===== config.mk =====
export PLATFORM = sky130hd
export DESIGN_NAME = zero_cross_gain_with_peak_meter
export DESIGN_NICKNAME = d
export VERILOG_FILES = /design/src/hdl/zcg_pkg.sv /design/src/hdl/zcg_scale.sv /design/src/hdl/zero_cross_gain_with_peak_meter.sv
export SDC_FILE = /design/constraint.sdc
export NUM_CORES = 2
export LEC_CHECK = 0
export BUFFER_PORTS_ARGS = -buffer_cell sky130_fd_sc_hd__buf_2
export CAP_MARGIN = 20
export CORE_UTILIZATION = 62
export CTS_CLUSTER_SIZE = 25
export DETAILED_ROUTE_END_ITERATION = 8
export MAX_ROUTING_LAYER = met4
export PLACE_DENSITY = 0.8
export SLEW_MARGIN = 40
export SYNTH_ARGS = -nofsm -noshare
export SYNTH_HDL_FRONTEND = slang
export SYNTH_SLANG_ARGS = --single-unit

===== constraint.sdc =====
create_clock -name aclk -period 19.6 [get_ports aclk]
set_clock_uncertainty 0.2 [all_clocks]
set_input_delay 4.9 -clock aclk [delete_from_list [all_inputs] [get_ports aclk]]
set_output_delay 4.9 -clock aclk [all_outputs]
set_load 0.02 [all_outputs]

===== src/hdl/zcg_pkg.sv =====
`default_nettype none
// ----------------------------------------------------------------------------
// zcg_pkg: shared types and constants
// Field widths, reset gain, sign reference codes and the scaler result bundle
// for the zero-crossing gain block.
// ----------------------------------------------------------------------------
package zcg_pkg;

    // Fixed field widths
    localparam int CHAN_IN_BITS = 3;
    localparam int GAIN_BITS    = 18;
    localparam int OUT_BITS     = 24;
    localparam int FRAC_BITS    = 16;

    // Gain after reset, 0.81 in Q2.16
    localparam logic [GAIN_BITS-1:0] GAIN_RESET = 18'd53084;

    // Sign reference held per channel
    typedef enum logic [1:0] {
        SREF_UNSET = 2'd0,
        SREF_POS   = 2'd1,
        SREF_NEG   = 2'd2
    } sref_t;

    // Scaled sample and its magnitude
    typedef struct packed {
        logic signed [OUT_BITS-1:0] value;
        logic        [OUT_BITS-1:0] mag;
    } scale_res_t;

endpackage
`default_nettype wire


===== src/hdl/zcg_scale.sv =====
`default_nettype none
// ----------------------------------------------------------------------------
// zcg_scale: sample scaler
// Multiplies a signed sample by an unsigned Q2.16 gain, rounds half up,
// saturates to the output width and forms the absolute value.
// ----------------------------------------------------------------------------
module zcg_scale
    import zcg_pkg::*;
#(
    parameter int SAMPLE_BITS = 24
) (
    input  wire logic signed [SAMPLE_BITS-1:0] sample,
    input  wire logic        [GAIN_BITS-1:0]   gain,
    output scale_res_t                         res
);

    localparam int PW = SAMPLE_BITS + GAIN_BITS + 1;
    localparam int QW = PW - FRAC_BITS;
    localparam int EW = (QW > OUT_BITS) ? QW : OUT_BITS;
    localparam logic signed [PW-1:0] ROUND_BIAS = PW'(1 << (FRAC_BITS - 1));
    localparam logic signed [EW-1:0] SAT_HI = EW'((1 << (OUT_BITS - 1)) - 1);
    localparam logic signed [EW-1:0] SAT_LO = -SAT_HI - EW'(1);

    logic signed [PW-1:0]       prod;
    logic signed [PW-1:0]       rnd;
    logic signed [QW-1:0]       quo;
    logic signed [EW-1:0]       quo_ext;
    logic signed [OUT_BITS-1:0] sat;

    // Multiply and round half up
    always_comb begin
        prod    = PW'($signed(sample)) * PW'($signed({1'b0, gain}));
        rnd     = prod + ROUND_BIAS;
        quo     = rnd[PW-1:FRAC_BITS];
        quo_ext = EW'(quo);
    end

    // Saturate and take the magnitude
    always_comb begin
        if (quo_ext > SAT_HI) begin
            sat = SAT_HI[OUT_BITS-1:0];
        end else if (quo_ext < SAT_LO) begin
            sat = SAT_LO[OUT_BITS-1:0];
        end else begin
            sat = quo_ext[OUT_BITS-1:0];
        end
        res.value = sat;
        res.mag   = sat[OUT_BITS-1] ? (~sat + OUT_BITS'(1)) : sat;
    end

endmodule
`default_nettype wire


===== src/hdl/zero_cross_gain_with_peak_meter.sv =====
`default_nettype none
// ----------------------------------------------------------------------------
// zero_cross_gain_with_peak_meter: per-channel gain switch at zero crossings
// Applies a per-channel gain that changes only at a zero crossing of the
// signal, saturates the scaled sample and keeps a per-channel peak hold.
// ----------------------------------------------------------------------------
//  Channel   Direction  Handshake          Beat contents
//  s_        in         s_valid/s_ready    channel, sample_in, target_gain,
//                                          read_peak
//  m_        out        m_valid/m_ready    sample_out, gain_used,
//                                          gain_switched, peak_level
//
// One beat per cycle sustained while the result is not stalled; each beat
// passes an input register, then one pass of multiply, round, saturate and
// peak compare into the result register, where the channel state is also
// updated. Reset (aresetn low, synchronous) restores every channel's gain
// to 0.81, clears its sign reference and peak hold at once. A stalled
// result holds both stages; the input register takes a beat while the
// result register waits only if the input register is empty.
// ----------------------------------------------------------------------------
module zero_cross_gain_with_peak_meter
    import zcg_pkg::*;
#(
    parameter int CHANNELS    = 8,
    parameter int SAMPLE_BITS = 24
) (
    input  wire logic                          aclk,
    input  wire logic                          aresetn,

    input  wire logic                          s_valid,
    output logic                               s_ready,
    input  wire logic [CHAN_IN_BITS-1:0]       s_channel,
    input  wire logic signed [SAMPLE_BITS-1:0] s_sample_in,
    input  wire logic [GAIN_BITS-1:0]          s_target_gain,
    input  wire logic                          s_read_peak,

    output logic                               m_valid,
    input  wire logic                          m_ready,
    output logic signed [OUT_BITS-1:0]         m_sample_out,
    output logic [GAIN_BITS-1:0]               m_gain_used,
    output logic                               m_gain_switched,
    output logic [OUT_BITS-1:0]                m_peak_level
);

    localparam int CW       = (CHANNELS > 1) ? $clog2(CHANNELS) : 1;
    localparam int CHAN_MAP = 1 << CHAN_IN_BITS;

    typedef logic [CW-1:0] wrap_tab_t [CHAN_MAP];

    function automatic wrap_tab_t build_wrap();
        wrap_tab_t t;
        for (int i = 0; i < CHAN_MAP; i++) begin
            t[i] = CW'(i % CHANNELS);
        end
        return t;
    endfunction

    // Channel index folded into the channel count
    localparam wrap_tab_t WRAP_TAB = build_wrap();

    // Input stage
    logic                          in_valid_reg;
    logic [CHAN_IN_BITS-1:0]       chan_reg;
    logic signed [SAMPLE_BITS-1:0] samp_reg;
    logic [GAIN_BITS-1:0]          tgt_reg;
    logic                          rd_reg;

    // Result stage
    logic                          out_valid_reg;
    logic signed [OUT_BITS-1:0]    sample_out_reg;
    logic [GAIN_BITS-1:0]          gain_used_reg;
    logic                          switched_reg;
    logic [OUT_BITS-1:0]           peak_level_reg;

    // Per-channel state
    logic [GAIN_BITS-1:0]          gain_reg [CHANNELS];
    sref_t                         sref_reg [CHANNELS];
    logic [OUT_BITS-1:0]           peak_reg [CHANNELS];

    logic                          advance;
    logic [CW-1:0]                 idx;
    logic [GAIN_BITS-1:0]          cur_gain;
    sref_t                         cur_sref;
    logic [OUT_BITS-1:0]           cur_peak;
    logic                          pending;
    logic                          is_zero;
    sref_t                         samp_sign;
    sref_t                         ref_eff;
    logic                          do_switch;
    logic [GAIN_BITS-1:0]          gain_next;
    sref_t                         sref_next;
    logic [OUT_BITS-1:0]           peak_new;
    logic [OUT_BITS-1:0]           peak_next;
    scale_res_t                    scaled;

    // Move the input stage on when the result register is free or draining
    assign advance = in_valid_reg && (!out_valid_reg || m_ready);
    assign s_ready = !in_valid_reg || advance;

    // Capture input beats
    always_ff @(posedge aclk) begin
        if (!aresetn) begin
            in_valid_reg <= 1'b0;
        end else if (s_ready) begin
            in_valid_reg <= s_valid;
        end
        if (s_valid && s_ready) begin
            chan_reg <= s_channel;
            samp_reg <= s_sample_in;
            tgt_reg  <= s_target_gain;
            rd_reg   <= s_read_peak;
        end
    end

    // Look up the channel and decide on a gain switch
    always_comb begin
        idx       = WRAP_TAB[chan_reg];
        cur_gain  = gain_reg[idx];
        cur_sref  = sref_reg[idx];
        cur_peak  = peak_reg[idx];
        pending   = (tgt_reg != cur_gain);
        is_zero   = (samp_reg == '0);
        samp_sign = (!samp_reg[SAMPLE_BITS-1] && !is_zero) ? SREF_POS : SREF_NEG;
        ref_eff   = (cur_sref == SREF_UNSET) ? samp_sign : cur_sref;
        do_switch = pending && ((samp_sign != ref_eff) || is_zero);
        gain_next = do_switch ? tgt_reg : cur_gain;
        if (!pending) begin
            sref_next = cur_sref;
        end else if (do_switch) begin
            sref_next = SREF_UNSET;
        end else begin
            sref_next = samp_sign;
        end
    end

    zcg_scale #(
        .SAMPLE_BITS (SAMPLE_BITS)
    ) u_scale (
        .sample (samp_reg),
        .gain   (gain_next),
        .res    (scaled)
    );

    // Update the peak hold, clear it on a read
    always_comb begin
        peak_new  = (scaled.mag > cur_peak) ? scaled.mag : cur_peak;
        peak_next = rd_reg ? '0 : peak_new;
    end

    // Write back channel state
    always_ff @(posedge aclk) begin
        if (!aresetn) begin
            for (int c = 0; c < CHANNELS; c++) begin
                gain_reg[c] <= GAIN_RESET;
                sref_reg[c] <= SREF_UNSET;
                peak_reg[c] <= '0;
            end
        end else if (advance) begin
            gain_reg[idx] <= gain_next;
            sref_reg[idx] <= sref_next;
            peak_reg[idx] <= peak_next;
        end
    end

    // Result register
    always_ff @(posedge aclk) begin
        if (!aresetn) begin
            out_valid_reg <= 1'b0;
        end else if (!out_valid_reg || m_ready) begin
            out_valid_reg <= in_valid_reg;
        end
        if (advance) begin
            sample_out_reg <= scaled.value;
            gain_used_reg  <= gain_next;
            switched_reg   <= do_switch;
            peak_level_reg <= peak_new;
        end
    end

    assign m_valid         = out_valid_reg;
    assign m_sample_out    = sample_out_reg;
    assign m_gain_used     = gain_used_reg;
    assign m_gain_switched = switched_reg;
    assign m_peak_level    = peak_level_reg;

endmodule
`default_nettype wire


==> impl_metrics.json <==
{
  "status": "complete, no violations",
  "yosysMostFrequentCell": "inv_1",
  "setup_tns_ns": 0,
  "postCtsSetupBuffers": 0,
  "worst_slew_pin_slew_ns": 0.925,
  "design.portCount": 119,
  "vias": 27400,
  "drv_cap": 0,
  "hold_viol": 0,
  "cp_common_cell": "fa_1",
  "path_delay_family": "compound AO/OA/AOI/OAI gates",
  "yosysWarnings": 0,
  "antenna_left": 0,
  "clkSinkCount": 467,
  "vias_per_cell": 6.26,
  "async_reset_ff_share_pct": 0,
  "wl_mm": 106,
  "yosys.area_share.simple_pct": 15.3,
  "syn_avg_cell_area_um2": 10.7,
  "synthCells": 3537,
  "worst_hold_path_type": "reg2reg",
  "htreeDepth": 2,
  "clock-root-buffer": "clkbuf_16",
  "clock_path_buffers": 3,
  "finalSetupViolCount": 0,
  "r2r-start": "chan_reg[1]",
  "cts_hold_buf": 0,
  "initial_core_util_pct": 62.8,
  "yosys.area_share.xor_xnor_pct": 1.24,
  "synth_edf_count": 465,
  "synthDistinctLibCells": 89,
  "path_class": "reg2reg",
  "insertion_delay_ns": 0.62,
  "synthesis.nets": 4183,
  "grt_pass1_wl_mm": 164,
  "worst_hold_slack_ns": 0.344,
  "grt_max_degree": 68,
  "cp-end-kind": "flip-flop",
  "die_area_um2": 62300,
  "synth_top_area_cell": "edfxtp_1",
  "synth_seq_cells": 467,
  "num-fill-cells": 4433,
  "endpoint": "peak_reg[3][0]",
  "synth_area_leaders": "edfxtp_1 (37%), fa_1 (23%), ha_1 (5.5%)",
  "drt_pass1_iterations": 7,
  "arrival_ns": 18.53,
  "gp_congestion": 1.02,
  "antenna_cells": 0,
  "coreArea_um2": 60500,
  "num_rows": 90,
  "synth-adder-area-share_pct": 28.1,
  "slew_violations": 0,
  "grt_pass1_vias": 28400,
  "critical_path.max_stage_delay_ns": 0.72,
  "grt_use_total_pct": 36.0,
  "synth-compound-area-share_pct": 7.84,
  "synthFlopType": "edfxtp_1",
  "die-width_um": 250,
  "drt_iter0_drc": 3114,
  "drc": 0,
  "die_h_um": 250,
  "fmaxAchievable_mhz": 54.3,
  "rsz0062_at_grt": "no",
  "yosysSeqAreaShare_pct": 36.9,
  "port_buffers": 118,
  "critical-path-slowest-cell": "nor4_1",
  "cp.depth": 55,
  "finalCritPeriodShare_pct": 94.0,
  "dp_hpwl_mm": 74.1,
  "relSlewSlack_pct": 38.4,
  "synth_top_family_by_area": "adder cells",
  "post_cts_resized": 0,
  "cts_buffers": 48,
  "cts_tree": "yes",
  "wl_per_cell_um": 24.2,
  "critPathBufInv": 8,
  "final.min_clock_period_ns": 18.42,
  "reg2reg_to": "peak_reg[3][0]",
  "muxShareOfSynthArea_pct": 3.65,
  "r2r_slack_ns": 1.18,
  "startpoint_type": "flip-flop",
  "synth_top_area_share_pct": 36.8,
  "grt.overflow.total": 0,
  "required_ns": 19.71,
  "cp_max_fo": 42,
  "startpoint": "chan_reg[1]",
  "largest_register_ff_count": 192,
  "antenna_found_initial": 0,
  "drive_above_1_share_pct": 10.9,
  "clk_pin_slew_worst_paths_ns": 0.06,
  "fin_nets": 4215,
  "synth_common_cells": "inv_1 (489), edfxtp_1 (465), fa_1 (429), nand2_1 (342), nor2_1 (335)",
  "area_delta_synth_final_pct": 7.82,
  "r2r_cells": 55,
  "syn-cell-area_um2": 38000
}
through the flow:
step,instance area (µm²),utilization (%),std cells,setup slack (ns)
final,41000,67.7,4386,1.18
after global routing,41000,67.7,4386,0.122
after CTS,40900,67.6,4383,1.56
after detailed placement,39300,65.1,4298,1.63
after global placement,39300,65.0,4298,2.14
after floorplan,38000,-,3537,4.06
metal layers:
metal  up-vias  share of wire [%]  global-route usage [%]  wire length, µm
met5         -                  0                       -                0
li1      11800                  -                       -                -
met1     13600                 36                    44.5            38400
met3       353                 11                    6.91            11800
met2      1731                 48                    57.9            50700
met4         0                4.8                    16.0             5060
cell families after synthesis:
| family | count (synthesis) |
|---|---|
| AO/OA/AOI/OAI | 425 |
| XOR/XNOR | 53 |
| adder cells (fa/ha/maj) | 596 |
| buffers and inverters | 691 |
| flip-flops | 467 |
| multiplexers | 106 |
| AND/OR/NAND/NOR | 1199 |
cell usage in the layout (no fill, tap or decap), drive strengths merged, types with 64 or more instances in the layout:
cell type  synthesis  final
nand2            342    342
buf               33    182
inv              489    491
edfxtp           465    465
and2             212    212
nor2b             64     64
a21oi             87     87
o21ai             83     83
ha               167    167
fa               429    429
nor2             336    336
how the worst min path moves through the flow:
stage                            start       to  slack (ns)  cells past startpoint
after floorplan           in_valid_reg  m_valid        0.29                      1
after global placement    in_valid_reg  m_valid        0.33                      1
after detailed placement  in_valid_reg  m_valid        0.33                      1
after CTS                 in_valid_reg  m_valid        0.35                      1
after global routing      in_valid_reg  m_valid        0.39                      1
final                     in_valid_reg  m_valid        0.34                      1
cell type report:
| cell class | count | area [µm²] | share of cell area (%) |
|---|---|---|---|
| multi-input cells | 2379 | 21500 | 52.5 |
| flip-flops and latches | 467 | 14000 | 34.2 |
| inverters | 491 | 1840 | 4.50 |
| clock buffers | 61 | 1250 | 3.05 |
| repair buffers | 182 | 1110 | 2.72 |
| well taps | 782 | 978 | 2.39 |
| clock inverters | 24 | 279 | 0.681 |
worst reg2reg max path, delay by kind of cell (launching register included):
family / cells / cell delay, ns
adders and majority gates: 10 / 4.27
buffers and inverters: 8 / 2.12
xor gates and xnor gates: 1 / 0.20
AOI/OAI and AO/OA: 18 / 5.03
muxes: 3 / 1.34
DFF: 1 / 0.68
and+or+nand+nor: 15 / 4.26
Power is not shown: default switching activity piles up to over one toggle a cycle in this logic, so the estimate is an artifact.
